--- src/hw/rtl/url_percent_decoder_defines.svh ---
// Assertion macros shared by the URL percent decoder RTL.
// Included by the modules that carry concurrent checks; no other dependencies.
`ifndef URL_PERCENT_DECODER_DEFINES_SVH
`define URL_PERCENT_DECODER_DEFINES_SVH

// same-cycle implication, disabled during reset
`define UPD_ASSERT_IMP(label, ante, cons, msg) \
   label: assert property (@(posedge clock) disable iff (reset) (ante) |-> (cons)) \
      else $error(msg);

// next-cycle implication, disabled during reset
`define UPD_ASSERT_NEXT(label, ante, cons, msg) \
   label: assert property (@(posedge clock) disable iff (reset) (ante) |=> (cons)) \
      else $error(msg);

`endif

--- src/hw/rtl/upd_pkg.sv ---
// Types, constants and the hex digit decoder shared by the URL percent decoder.
// No dependencies.
package upd_pkg;

   localparam logic [7:0] PERCENT_CHAR = 8'h25;
   localparam int         JOB_SLOTS    = 3;

   typedef enum logic [1:0] {
      PHASE_IDLE = 2'd0,
      PHASE_PCT  = 2'd1,
      PHASE_HIGH = 2'd2
   } phase_type;

   typedef struct packed {
      logic       ok;
      logic [3:0] nib;
   } hex_type;

   // one to three decoded bytes caused by one input word, bytes[0] goes first
   typedef struct packed {
      logic [1:0]                cnt;
      logic [JOB_SLOTS-1:0][7:0] bytes;
      logic                      last;
   } job_type;

   function automatic hex_type hex_decode(input logic [7:0] c);
      hex_type r;
      r.ok  = 1'b1;
      r.nib = 4'd0;
      if (c inside {[8'h30:8'h39]}) begin
         r.nib = c[3:0];
      end else if (c inside {[8'h41:8'h46], [8'h61:8'h66]}) begin
         r.nib = c[3:0] + 4'd9;
      end else begin
         r.ok = 1'b0;
      end
      return r;
   endfunction

endpackage

--- src/hw/rtl/upd_front.sv ---
// Front end: accepts input words, tracks the escape phase, builds output jobs.
// Depends on upd_pkg.
module upd_front import upd_pkg::*; (
   input  logic       clock,
   input  logic       reset,
   input  logic       req_valid,
   output logic       req_stall,
   input  logic [7:0] req_char_in,
   input  logic       req_end_of_string,
   input  logic       queue_full,
   output logic       push,
   output job_type    push_job
);

   phase_type  phase_ff, phase_in, phase_step;
   logic [7:0] held_ff, held_in, held_step;
   hex_type    cur_hex, held_hex;
   logic       accept, opens;
   job_type    job;

   assign req_stall = queue_full;
   assign accept    = req_valid && !queue_full;
   assign cur_hex   = hex_decode(req_char_in);
   assign held_hex  = hex_decode(held_ff);
   assign opens     = (req_char_in == PERCENT_CHAR) && !req_end_of_string;

   always_ff @(posedge clock) begin
      if (reset) begin
         phase_ff <= PHASE_IDLE;
         held_ff  <= 8'd0;
      end else begin
         phase_ff <= phase_in;
         held_ff  <= held_in;
      end
   end

   always_comb begin
      phase_step = PHASE_IDLE;
      held_step  = held_ff;
      job        = '0;
      case (phase_ff)
         PHASE_PCT: begin
            if (cur_hex.ok) begin
               if (req_end_of_string) begin
                  job.cnt      = 2'd2;
                  job.bytes[0] = PERCENT_CHAR;
                  job.bytes[1] = req_char_in;
                  job.last     = 1'b1;
               end else begin
                  held_step  = req_char_in;
                  phase_step = PHASE_HIGH;
               end
            end else if (opens) begin
               job.cnt      = 2'd1;
               job.bytes[0] = PERCENT_CHAR;
               phase_step   = PHASE_PCT;
            end else begin
               job.cnt      = 2'd2;
               job.bytes[0] = PERCENT_CHAR;
               job.bytes[1] = req_char_in;
               job.last     = req_end_of_string;
            end
         end
         PHASE_HIGH: begin
            if (cur_hex.ok && held_hex.ok) begin
               job.cnt      = 2'd1;
               job.bytes[0] = {held_hex.nib, cur_hex.nib};
               job.last     = req_end_of_string;
            end else if (opens) begin
               job.cnt      = 2'd2;
               job.bytes[0] = PERCENT_CHAR;
               job.bytes[1] = held_ff;
               phase_step   = PHASE_PCT;
            end else begin
               job.cnt      = 2'd3;
               job.bytes[0] = PERCENT_CHAR;
               job.bytes[1] = held_ff;
               job.bytes[2] = req_char_in;
               job.last     = req_end_of_string;
            end
         end
         default: begin
            if (opens) begin
               phase_step = PHASE_PCT;
            end else begin
               job.cnt      = 2'd1;
               job.bytes[0] = req_char_in;
               job.last     = req_end_of_string;
            end
         end
      endcase
      phase_in = accept ? phase_step : phase_ff;
      held_in  = accept ? held_step  : held_ff;
   end

   assign push     = accept && (job.cnt != 2'd0);
   assign push_job = job;

endmodule

--- src/hw/rtl/upd_queue.sv ---
// Short job queue between the front end and the output sequencer.
// Depends on upd_pkg and url_percent_decoder_defines.svh.
module upd_queue import upd_pkg::*; #(
   parameter int QUEUE_DEPTH = 2
) (
   input  logic    clock,
   input  logic    reset,
   input  logic    push,
   input  job_type push_job,
   output logic    full,
   input  logic    pop,
   output logic    head_valid,
   output job_type head_job
);

`include "url_percent_decoder_defines.svh"

   localparam int PTR_W = $clog2(QUEUE_DEPTH);
   localparam int CNT_W = $clog2(QUEUE_DEPTH + 1);

   job_type            mem_ff [QUEUE_DEPTH];
   logic [PTR_W-1:0]   wr_ptr_ff, wr_ptr_in, rd_ptr_ff, rd_ptr_in;
   logic [CNT_W-1:0]   count_ff, count_in;

   assign full       = count_ff == CNT_W'(QUEUE_DEPTH);
   assign head_valid = count_ff != '0;
   assign head_job   = mem_ff[rd_ptr_ff];

   always_comb begin
      wr_ptr_in = wr_ptr_ff;
      rd_ptr_in = rd_ptr_ff;
      count_in  = count_ff;
      if (push) begin
         wr_ptr_in = (wr_ptr_ff == PTR_W'(QUEUE_DEPTH - 1)) ? '0 : wr_ptr_ff + 1'b1;
      end
      if (pop) begin
         rd_ptr_in = (rd_ptr_ff == PTR_W'(QUEUE_DEPTH - 1)) ? '0 : rd_ptr_ff + 1'b1;
      end
      if (push && !pop) begin
         count_in = count_ff + 1'b1;
      end else if (pop && !push) begin
         count_in = count_ff - 1'b1;
      end
   end

   always_ff @(posedge clock) begin
      if (reset) begin
         wr_ptr_ff <= '0;
         rd_ptr_ff <= '0;
         count_ff  <= '0;
      end else begin
         wr_ptr_ff <= wr_ptr_in;
         rd_ptr_ff <= rd_ptr_in;
         count_ff  <= count_in;
      end
   end

   always_ff @(posedge clock) begin
      if (push) begin
         mem_ff[wr_ptr_ff] <= push_job;
      end
   end

   `UPD_ASSERT_IMP(a_no_push_full, full, !push, "job pushed into full queue")
   `UPD_ASSERT_IMP(a_no_pop_empty, pop, head_valid, "job popped from empty queue")
   `UPD_ASSERT_IMP(a_count_bound, 1'b1, count_ff <= CNT_W'(QUEUE_DEPTH), "queue count overflow")

endmodule

--- src/hw/rtl/upd_back.sv ---
// Output sequencer: walks the head job one byte per word into the rsp register.
// Depends on upd_pkg and url_percent_decoder_defines.svh.
module upd_back import upd_pkg::*; (
   input  logic       clock,
   input  logic       reset,
   input  logic       head_valid,
   input  job_type    head_job,
   output logic       pop,
   output logic       rsp_valid,
   input  logic       rsp_stall,
   output logic [7:0] rsp_char_out,
   output logic       rsp_last_out
);

`include "url_percent_decoder_defines.svh"

   logic       valid_ff, valid_in;
   logic [7:0] char_ff, char_in;
   logic       last_ff, last_in;
   logic [1:0] idx_ff, idx_in;
   logic       load, last_byte;

   assign load      = head_valid && (!valid_ff || !rsp_stall);
   assign last_byte = idx_ff == (head_job.cnt - 2'd1);
   assign pop       = load && last_byte;

   always_comb begin
      valid_in = valid_ff;
      char_in  = char_ff;
      last_in  = last_ff;
      idx_in   = idx_ff;
      if (!valid_ff || !rsp_stall) begin
         valid_in = head_valid;
      end
      if (load) begin
         char_in = head_job.bytes[idx_ff];
         last_in = last_byte && head_job.last;
         idx_in  = last_byte ? 2'd0 : idx_ff + 2'd1;
      end
   end

   always_ff @(posedge clock) begin
      if (reset) begin
         valid_ff <= 1'b0;
         idx_ff   <= 2'd0;
      end else begin
         valid_ff <= valid_in;
         idx_ff   <= idx_in;
      end
   end

   always_ff @(posedge clock) begin
      char_ff <= char_in;
      last_ff <= last_in;
   end

   assign rsp_valid    = valid_ff;
   assign rsp_char_out = char_ff;
   assign rsp_last_out = last_ff;

   `UPD_ASSERT_IMP(a_idx_in_job, head_valid, idx_ff < head_job.cnt, "byte index past job")
   `UPD_ASSERT_IMP(a_idx_needs_job, idx_ff != 2'd0, head_valid, "partial job without head")
   `UPD_ASSERT_NEXT(a_pop_rewinds, pop, idx_ff == 2'd0, "byte index not rewound on pop")

endmodule

--- src/hw/rtl/url_percent_decoder.sv ---
// URL percent decoder top level: front end, job queue, output sequencer.
// Depends on upd_pkg, upd_front, upd_queue, upd_back.
//
//   channel | direction | fields                         | handshake
//   req     | in        | char_in[7:0], end_of_string    | req_valid / req_stall
//   rsp     | out       | char_out[7:0], last_out        | rsp_valid / rsp_stall
//
// One input word per cycle while req_stall is low; a word yields zero to three output words.
// The output register sends one word per cycle while rsp_stall is low, so multi-byte jobs hold it.
// An accepted word's job passes through the job queue, then the output register.
// Queue holds QUEUE_DEPTH jobs; req_stall is high while the job queue is full.
// Reset is synchronous and clears the escape phase, the queue and the output valid flag.
module url_percent_decoder import upd_pkg::*; #(
   parameter int QUEUE_DEPTH = 2
) (
   input  logic       clock,
   input  logic       reset,
   input  logic       req_valid,
   output logic       req_stall,
   input  logic [7:0] req_char_in,
   input  logic       req_end_of_string,
   output logic       rsp_valid,
   input  logic       rsp_stall,
   output logic [7:0] rsp_char_out,
   output logic       rsp_last_out
);

   logic    queue_full, push, pop, head_valid;
   job_type push_job, head_job;

   upd_front u_front (
      .clock             (clock),
      .reset             (reset),
      .req_valid         (req_valid),
      .req_stall         (req_stall),
      .req_char_in       (req_char_in),
      .req_end_of_string (req_end_of_string),
      .queue_full        (queue_full),
      .push              (push),
      .push_job          (push_job)
   );

   upd_queue #(
      .QUEUE_DEPTH (QUEUE_DEPTH)
   ) u_queue (
      .clock      (clock),
      .reset      (reset),
      .push       (push),
      .push_job   (push_job),
      .full       (queue_full),
      .pop        (pop),
      .head_valid (head_valid),
      .head_job   (head_job)
   );

   upd_back u_back (
      .clock        (clock),
      .reset        (reset),
      .head_valid   (head_valid),
      .head_job     (head_job),
      .pop          (pop),
      .rsp_valid    (rsp_valid),
      .rsp_stall    (rsp_stall),
      .rsp_char_out (rsp_char_out),
      .rsp_last_out (rsp_last_out)
   );

endmodule

--- config.mk ---
export PLATFORM = sky130hd
export DESIGN_NAME = url_percent_decoder
export DESIGN_NICKNAME = d
export VERILOG_FILES = /design/src/hw/rtl/upd_pkg.sv /design/src/hw/rtl/upd_front.sv /design/src/hw/rtl/upd_queue.sv /design/src/hw/rtl/upd_back.sv /design/src/hw/rtl/url_percent_decoder.sv
export VERILOG_INCLUDE_DIRS = /design/src /design/src/hw/rtl
export SDC_FILE = /design/constraint.sdc
export NUM_CORES = 1
export LEC_CHECK = 0
export BUFFER_PORTS_ARGS = -buffer_cell sky130_fd_sc_hd__buf_2
export CAP_MARGIN = 20
export CORE_ASPECT_RATIO = 2
export CORE_MARGIN = 4
export CORE_UTILIZATION = 50
export CTS_CLUSTER_DIAMETER = 50
export CTS_CLUSTER_SIZE = 20
export DETAILED_ROUTE_END_ITERATION = 16
export PLACE_DENSITY = 0.68
export SYNTH_ARGS = -nofsm -noshare
export SYNTH_HDL_FRONTEND = slang
export SYNTH_SLANG_ARGS = --single-unit
--- constraint.sdc ---
create_clock -name clock -period 4.5 [get_ports clock]
set_input_delay 0.45 -clock clock [delete_from_list [all_inputs] [get_ports clock]]
set_output_delay 0.45 -clock clock [all_outputs]
set_load 0.01 [all_outputs]
; ---- Word-level counts from Yosys, hierarchy flattened
; Memory sizes are Yosys's and may differ from the RTL's. A register that Yosys moved wholly into a read port is not among the register bits.
; Index checks and enable logic that the tools add are counted.
[word_totals]
register_bits = 26
ram_bits = 54
in_bits = 13
out_inout_bits = 11
word_cells = 106
mem_count = 1
[classes]
addsub = 8
n_lt_le_gt_ge = 13
eq_ne = 5
n_mux = 41
bitwise = 1
reduce_logical = 28
[mem_list]
columns = memory, depth, width, read_ports, rd_ports_with_merged_regs, wr, line_no
row1 = u_queue.mem_ff, 2, 27, 1, 1, 1, upd_queue.sv:21  ; job_type mem_ff [QUEUE_DEPTH];
[op_table]
columns = op, n
row1 = $mux 17, 2
row2 = $ge 8x7->1 const B, 4
row3 = $le 8x7->1 const B, 4
row4 = $mux 8, 3
row5 = $mux 2, 10
row6 = $mux 9, 2
row7 = $pmux 9 s2, 1
row8 = $bmux 8 s2, 1
row9 = $ge 8x6->1 const B, 2
row10 = $le 8x6->1 const B, 2
row11 = $mux 16, 1
row12 = $mux 4, 4
row13 = $pmux 8 s2, 1
row14 = $logic_and 1x1->1, 15
row15 = $mux 1, 14
row16 = $reduce_bool 2->1, 5
row17 = $add 4x4->4 const B, 2
row18 = $eq 8x6->1 const B, 1
row19 = $pmux 2 s2, 2
row20 = $logic_not 1->1, 6
row21 = $add 2x1->2 const B, 2
row22 = $eq 2x2->1 const B, 2
row23 = $reduce_and 4->1, 1
row24 = $sub 2x1->2 const B, 2
row25 = 6 further kinds, 7

; ---- Logic depth before layout (Yosys ltp)
; Gate-level depths: netlist of the first run.
[logic_depth]
depth_word = 14
depth_mapped = 11
mapped_depth_nobuf = 11

; ---- By module
; From an unflattened synthesis of the first run, not the netlist that was laid out.
[unflattened]
cells_unflattened = 306
hier_area_um2 = 3962.6
[modules_own_cells]
columns = module, n_inst, cells_each, area_per_inst_um2, seq_area_each_um2
row1 = upd_queue, 1, 106, 2163.3, 1721.7
row2 = upd_front, 1, 143, 1177.4, 200.2
row3 = upd_back, 1, 57, 621.8, 330.3

; ---- Worst setup path after synthesis of the first run
; OpenSTA, ideal clock, no wires.
[synth_timing]
kind = input to register
from = input port req_char_in[1]
to = memory u_queue.mem_ff[0][0] (netlist bit), enable pin
setup_time_ps = 414
t_arrival_ps = 3273
setup_slack_ps = 813
stages = 8
path_cell_list = inv_1 ha_1 o21bai_1 a2111oi_4 a311oi_2 nor3b_1 a211o_1 nor2b_1
[synth_between]
elab_chain_cells = 12
[synth_lines]
columns = item, line_no
row1 = "start, declared", url_percent_decoder.sv:20  ; input logic [7:0] req_char_in,
row2 = $ge 8x7->1 or $le 8x7->1 (tied branches), upd_pkg.sv:32  ; end else if (c inside {[8'h41:8'h46], [8'h61:8'h66]}) begin
row3 = $logic_and 1x1->1, upd_pkg.sv:32
row4 = $reduce_bool 2->1, upd_pkg.sv:32
row5 = $mux 1, upd_pkg.sv:32
row6 = $mux 1, upd_pkg.sv:30  ; if (c inside {[8'h30:8'h39]}) begin
row7 = $logic_and 1x1->1, upd_front.sv:65  ; if (cur_hex.ok && held_hex.ok) begin
row8 = $mux 2, upd_front.sv:65
row9 = $pmux 2 s2 (*), upd_front.sv:41  ; case (phase_ff)
row10 = $reduce_bool 2->1 (*), upd_front.sv:96  ; assign push = accept && (job.cnt != 2'd0);
row11 = $logic_and 1x1->1 (*), upd_front.sv:96
row12 = named net push, url_percent_decoder.sv:28  ; logic queue_full, push, pop, head_valid;
row13 = $mux 1 (*), upd_queue.sv:59  ; if (push) begin
row14 = $mux 1 (implied by the code) (*), upd_queue.sv:60  ; mem_ff[wr_ptr_ff] <= push_job;
row15 = "end, declared", upd_queue.sv:21
; Mark *: on every way through the listed nets, which the timed path passes. The rest lies on a longest branch.

; ---- Worst setup path in the final report of the first run
[layout_timing]
from = input port req_char_in[1]
to = register u_queue.count_ff[1]
[layout_between]
elab_chain_cells = 13
[layout_lines]
columns = item, line_no
row1 = $ge 8x7->1 or $le 8x7->1 (tied branches), upd_pkg.sv:32
row2 = $logic_and 1x1->1, upd_pkg.sv:32
row3 = $reduce_bool 2->1, upd_pkg.sv:32
row4 = $mux 1, upd_pkg.sv:32
row5 = $mux 1, upd_pkg.sv:30
row6 = $logic_and 1x1->1, upd_front.sv:65
row7 = $mux 2, upd_front.sv:65
row8 = $pmux 2 s2 (*), upd_front.sv:41
row9 = $reduce_bool 2->1 (*), upd_front.sv:96
row10 = $logic_and 1x1->1 (*), upd_front.sv:96
row11 = named net push, url_percent_decoder.sv:28
row12 = $logic_not 1->1, upd_queue.sv:41  ; end else if (pop && !push) begin
row13 = $logic_and 1x1->1, upd_queue.sv:41
row14 = $reduce_bool 2->1 (no source line), n/a
row15 = "end signal, assigned", upd_queue.sv:54  ; count_ff <= count_in;
row16 = "end, declared", upd_queue.sv:23  ; logic [CNT_W-1:0] count_ff, count_in;
; Marked as above.
; A chain may end at the register's enable or synchronous reset.

==> run_results.csv, run 1 <==
group,metric,value,unit
timing,rsz0062_at_grt,"no",
global_routing,grt_max_degree,28,
timing,setup_viol,0,
power_and_ir_drop,swShare,26.78,%
placed_design,port_buffers,23,
synth,synth_seq_cells,81,
synth,synth_largest_area_cell,"edfxtp_1",
power_and_ir_drop,irDropWorstVdd,271.5,µV
placed_design,placed_cells,416,
final_layout,seq_area,0.002252,mm²
clock_network,clk_pin_slew_worst_paths,0.05,ns
clock_network,cts.sinks,81,
synth,yosys_warnings,0,
timing,worstMarginPinSlew,0.7582,ns
global_routing,grt_pass1_wl,12590,µm
synth,ys_seq_area_share,58.20,%
floorplan,start_util,51.29,%
synth,avgSynthCellArea,12.52,µm²
final_layout,fill_cells,660,
final_layout,synthToLayoutAreaGrowth,12.61,%
route,drtAntennaViolNets,0,
setup_path,critPathMostFrequentCell,"ha_1",
global_routing,first_global_vias,2484,
final_layout,drive_gt1_share,17.46,%
synth,yosys-top-cells-area,"edfxtp_1 (49%), dfxtp_1 (9.3%), mux2i_1 (4.7%), mux4_2 (4.7%), ha_1 (3.6%)",
final_layout,antenna_cells,0,
final_layout,multiInputGateArea,0.001481,mm²
timing,slew_viol_final,0,
clock_network,cts-root-buf,"clkbuf_16",
global_routing,grtUsageTotal,17.78,%
clock_network,cts_tree,"done",
clock_network,cts.path.max_buffers,2,
route,wirelength,7805,µm
clock_network,cts_setup_buffers,0,
synth,syn_inst,309,
power_and_ir_drop,p_int,1.564,mW
floorplan,placeableCoreArea,0.007545,mm²
timing,relSlewSlack,49.07,%
synth,synth_nets,333,
synth,async_flop_share,0,%
setup_path,crit_path_cell_trace,"buf_2 > inv_1 > ha_1 > o21bai_1 > a2111oi_4 > a311oi_2 > nor3b_1 > a211o_1 > ha_1 > or3_1 > a21oi_1",
timing,hold_viol_final,0,
setup_path,crit_type,"input pin to register",
clock_network,clock_latency,0.33,ns
floorplan,die_h,132.4,µm
clock_network,htreeDepth,3,
setup_path,path_max_fanout,9,
route,firstDrtPassIters,4,
clock_network,cts_resized,0,
setup_path,max_stage_delay,0.60,ns
synth,synth_edf_count,63,
job,max_cap_violations,0,
setup_path,worstPathRequired,4.76,ns
timing,tns,0,ns
route,dr.first_iter.drc_count,160,
power_and_ir_drop,power_frac_comb,21.4,%
power_and_ir_drop,netSwitchingPower,572.0,µW
placed_design,hpwl,5661,µm
power_and_ir_drop,power_frac_clock,31.0,%
timing,min_period,3.082,ns
setup_path,start_kind,"input pin",
clock_network,ctsHoldBuffers,0,
power_and_ir_drop,p_leak,1.538,nW
route,drc,0,
timing,fmax,324.4,MHz
floorplan,die_area,0.009297,mm²
global_routing,globalRouteOverflowTotal,0,
final_layout,finalNetCount,357,
power_and_ir_drop,power_frac_seq,47.5,%
synth,synth_most_common_cell,"edfxtp_1",
floorplan,pin_count,24,
route,wl_per_cell,18.07,µm
timing,skew,0.004470,ns
floorplan,num_rows,45,
placed_design,gp_congestion,0.9055,
setup_path,cp_data_arrival_time,3.34,ns
status,status,"complete, no violations",
synth,syn_area,0.003870,mm²
synth,synth_top_area_share,48.88,%
final_layout,layout.cells.non_filler,432,
floorplan,die_w,70.21,µm
power_and_ir_drop,pwr_density_cell,490.1,mW/mm²
route,vias,2497,
setup_path,crit_path_end_kind,"register",
synth,ys_types,46,
synth,synth.top_cells.by_count,"edfxtp_1 (63), nor2_1 (27), inv_1 (21)",
setup_path,slowest_stage,"a311oi_2",
clock_network,numCtsBuffers,9,
route,viasPerCell,5.780,
worst_hold_path,min_path_type,"input pin to register",
global_routing,antenna_found_initial,0,
timing,fin_crit_sh,68.50,%
synth,synthFlopType,"edfxtp_1",
==> metrics by stage <==
| stage | cell area, µm² | hold slack [ns] | util (%) | power (mW) | setup slack (ns) |
|---|---|---|---|---|---|
| 6_report | 4358 | 0.3922 | 57.76 | 2.136 | 1.418 |
| 5_1_grt | 4358 | 0.4097 | 57.76 | 2.244 | 1.213 |
| 4_1_cts | 4358 | 0.3779 | 57.76 | 2.170 | 1.440 |
| 3_5_place_dp | 4083 | 0.4709 | 54.11 | 1.498 | 1.086 |
| 3_3_place_gp | 4083 | 0.4642 | 54.11 | 1.477 | 1.209 |
| 2_1_floorplan | 3870 | 0.4725 | - | 1.361 | 0.8130 |
==> layer usage <==
layer	track usage, %	vias to the layer above	part of all wire [%]
met5	0	-	0
met4	10.45	0	3.2
met3	3.878	17	3.7
met2	31.72	71	56
met1	18.76	1208	38
li1	-	1201	-
==> worst max-delay path, delay by kind of cell <==
kind | cells | cell delay, ns
adder cells (fa/ha/maj) | 2 | 0.51
AND/OR/NAND/NOR | 2 | 0.64
AO/OA/AOI/OAI | 5 | 1.47
buffers and inverters | 2 | 0.27
==> cells by family (layout without fill, tap and decap cells) <==
group / count (synthesis) / count (layout) / share of synthesized area [%]
multiplexers: 27 / 27 / 9.699
AO/OA/AOI/OAI: 63 / 63 / 11.64
buffers and inverters: 36 / 65 / 3.589
flip-flops: 81 / 81 / 58.20
adder cells (fa/ha/maj): 11 / 11 / 3.556
AND/OR/NAND/NOR: 84 / 84 / 11.74
XOR/XNOR: 7 / 7 / 1.584
==> layout make-up <==
cell class	instances	share of cell area (%)
tap	94	2.699
clock inverter	3	0.3445
inverter	21	1.809
clock buffer	13	5.972
timing repair buffer	28	3.503
sequential	81	51.68
multi-input combinational	192	33.99
==> power groups by stage <==
stage | combinational [mW] | clock (mW) | sequential, mW
floorplan | 0.325 | 0 | 1.04
global placement | 0.451 | 0 | 1.03
detailed placement | 0.466 | 0 | 1.03
CTS | 0.469 | 0.684 | 1.02
global route | 0.503 | 0.712 | 1.03
finish | 0.458 | 0.663 | 1.01
==> state kept, by name, summed over array words and instances (netlist names), named ones only <==
signal / flops
u_back.idx_ff: 2
u_front.phase_ff: 2
u_queue.wr_ptr_ff: 1
u_back.rsp_char_out: 8
u_back.rsp_last_out: 1
u_queue.count_ff: 2
u_queue.mem_ff: 54
u_front.held_ff: 8
u_back.rsp_valid: 1
u_queue.rd_ptr_ff: 1
==> path summary, 6_finish.rpt <==
check / startpoint / end / slack (ns) / cells after the start
worst min register to register: u_back.rsp_valid / u_back.rsp_valid / 0.47 / 2
worst max register to register: u_front.held_ff[0] / u_queue.count_ff[1] / 1.42 / 11
worst max-delay path: req_char_in[1] / u_queue.count_ff[1] / 1.42 / 11
worst min-delay path: rsp_stall / u_back.rsp_valid / 0.39 / 3
==> cells in the final DEF, fill, tap and decap left out, types with 3 or more instances in the layout <==
master	synthesis	final
ha_1	11	11
and2_1	3	3
a21oi_1	12	12
a32oi_1	7	7
xnor2_1	4	4
mux4_2	8	8
dfxtp_1	18	18
and3_1	8	8
nor2_1	27	27
buf_2	3	23
xor2_1	3	3
inv_1	21	21
clkbuf_16	0	9
nor3b_1	7	7
o22ai_1	9	9
nand2_1	15	15
clkinv_2	0	3
buf_4	0	5
nor2b_1	6	5
nand3_1	4	4
o21ai_0	15	15
nand2b_1	4	4
a22oi_1	3	3
mux2i_1	18	18
edfxtp_1	63	63
Note: power is estimated with default switching activity, not from simulation.
==> inputs of run 2 (changes only) <==
--- a/config.mk
+++ b/config.mk
@@ -14,7 +14,7 @@
 export CTS_CLUSTER_DIAMETER = 50
 export CTS_CLUSTER_SIZE = 20
 export DETAILED_ROUTE_END_ITERATION = 16
-export PLACE_DENSITY = 0.68
+export PLACE_DENSITY = 0.7
 export SYNTH_ARGS = -nofsm -noshare
 export SYNTH_HDL_FRONTEND = slang
 export SYNTH_SLANG_ARGS = --single-unit
==> constraint.sdc (replaced) <==
create_clock -name clock -period 2.8 [get_ports clock]
set_input_delay 0.28 -clock clock [delete_from_list [all_inputs] [get_ports clock]]
set_output_delay 0.28 -clock clock [all_outputs]
set_load 0.01 [all_outputs]
==> run 2 against run 1 <==
Worst setup slack got worse by 1.1 ns. Highest routed layer unchanged. Utilization rose by 2.6 points. Sequential power rose by 62%. Critical endpoint unchanged. Total power rose by 69%. Critical path type is now register to register. Largest cell class unchanged.
==> run_results.csv, run 2 (synthesis results as in run 1) <==
group,metric,value,unit
status,status,"complete, no violations",
setup_path,path_max_fanout,3,
setup_path,crit_type,"register to register",
route,drtAntennaViolNets,0,
power_and_ir_drop,power_frac_comb,21.1,%
placed_design,gp_congestion,0.9464,
global_routing,grt_pass1_wl,13060,µm
floorplan,die_area,0.009297,mm²
timing,skew,0.009031,ns
setup_path,start_kind,"register",
final_layout,drive_gt1_share,21.35,%
global_routing,first_global_vias,2673,
timing,fmax,396.7,MHz
floorplan,start_util,51.29,%
clock_network,clock_latency,0.33,ns
clock_network,cts_resized,0,
clock_network,cts.path.max_buffers,2,
floorplan,num_rows,45,
final_layout,synthToLayoutAreaGrowth,17.75,%
clock_network,numCtsBuffers,9,
power_and_ir_drop,p_int,2.677,mW
clock_network,clk_pin_slew_worst_paths,0.06,ns
route,dr.first_iter.drc_count,147,
power_and_ir_drop,power_frac_clock,33.6,%
global_routing,globalRouteOverflowTotal,0,
worst_hold_path,min_path_type,"input pin to register",
power_and_ir_drop,p_leak,1.643,nW
clock_network,ctsHoldBuffers,0,
route,firstDrtPassIters,4,
floorplan,placeableCoreArea,0.007545,mm²
global_routing,grt_max_degree,28,
timing,relSlewSlack,59.01,%
final_layout,layout.cells.non_filler,450,
clock_network,cts.sinks,81,
power_and_ir_drop,irDropWorstVdd,494.8,µV
placed_design,place_ws,-0.003059,ns
final_layout,finalNetCount,375,
setup_path,startpoint,"u_front.held_ff[1]",
route,drc,0,
job,max_cap_violations,0,
setup_path,cp_data_arrival_time,2.78,ns
placed_design,placed_cells,434,
timing,tns,0,ns
timing,slew_viol_final,0,
worst_hold_path,hold_path_startpoint,"rsp_stall",
placed_design,hpwl,6009,µm
timing,worst_slack,0.2793,ns
power_and_ir_drop,power_frac_seq,45.3,%
final_layout,layout_commonest_cell,"edfxtp_1",
clock_network,cts_tree,"done",
timing,fin_crit_sh,90.03,%
setup_path,worstPathRequired,3.06,ns
clock_network,cts-root-buf,"clkbuf_16",
power_and_ir_drop,swShare,25.89,%
final_layout,seq_area,0.002252,mm²
final_layout,multiInputGateArea,0.001488,mm²
route,wirelength,8016,µm
floorplan,die_h,132.4,µm
timing,worstMarginPinSlew,0.6140,ns
timing,hold_viol_final,0,
floorplan,pin_count,24,
timing,min_period,2.521,ns
power_and_ir_drop,netSwitchingPower,935.4,µW
floorplan,die_w,70.21,µm
placed_design,port_buffers,23,
route,wl_per_cell,17.81,µm
clock_network,cts_setup_buffers,0,
global_routing,antenna_found_initial,0,
global_routing,grtUsageTotal,18.59,%
final_layout,layout_common_cells,"edfxtp_1 (63), nor2_1 (27), buf_2 (23), inv_1 (21), buf_4 (21)",
final_layout,regMostFlops,"u_queue.mem_ff",
timing,setup_viol,0,
final_layout,antenna_cells,0,
placed_design,dpl_cell_area,0.004249,mm²
clock_network,htreeDepth,3,
final_layout,fill_cells,627,
setup_path,timing.rr.start,"u_front.held_ff[1]",
timing,rsz0062_at_grt,"no",
final_layout,largest_reg_flops,54,
power_and_ir_drop,pwr_density_cell,792.8,mW/mm²
route,viasPerCell,5.644,
setup_path,crit_path_end_kind,"register",
final_layout,stdcell_area,0.004557,mm²
route,vias,2540,
[run 2: routing by layer]
layer | routed length [µm] | vias to the layer above | share of wire (%) | track usage, %
met1 | 2857 | 1215 | 36 | 18.84
met5 | 0 | - | 0 | 0
met2 | 4503 | 59 | 56 | 33.88
li1 | - | 1242 | - | -
met4 | 415 | 0 | 5.2 | 12.69
met3 | 240 | 24 | 3.0 | 2.890
[run 2: layout make-up]
class	count	share of cell area, %
sequential	81	49.42
clock buffer	12	5.189
inverter	21	1.730
timing repair buffer	46	6.864
multi-input combinational	192	32.65
clock inverter	4	1.565
tap	94	2.581
[run 2: final timing paths]
check	endpoint	slack, ns	cells past startpoint
hold reg to reg	u_back.rsp_valid	0.47	2
setup / recovery	u_queue.count_ff[1]	0.28	10
setup reg to reg	u_queue.count_ff[1]	0.28	10
hold / removal	u_back.rsp_valid	0.22	3
[run 2: worst max-delay path, stage by stage (launching register included)]
cell     delay (ns)
dfxtp_1        0.33
inv_1          0.08
ha_1           0.20
nor3b_1        0.14
nor4_1         0.17
o21ai_0        0.19
a21o_1         0.21
a211o_1        0.29
ha_1           0.34
or3_1          0.38
a21oi_1        0.15
[run 2: power groups by stage]
stage	clock (mW)	sequential [mW]	combinational [mW]
finish	1.21	1.64	0.763
global route	1.29	1.66	0.852
CTS	1.23	1.64	0.785
detailed placement	0	1.66	0.779
global placement	0	1.65	0.759
floorplan	0	1.66	0.527
[run 2: through the flow]
step	hold WS [ns]	util (%)	power, mW
2_1_floorplan	0.4272	-	2.189
3_3_place_gp	0.4578	56.32	2.410
3_5_place_dp	0.4701	56.32	2.442
4_1_cts	0.2116	60.40	3.658
5_1_grt	0.2405	60.40	3.800
6_report	0.2170	60.40	3.613
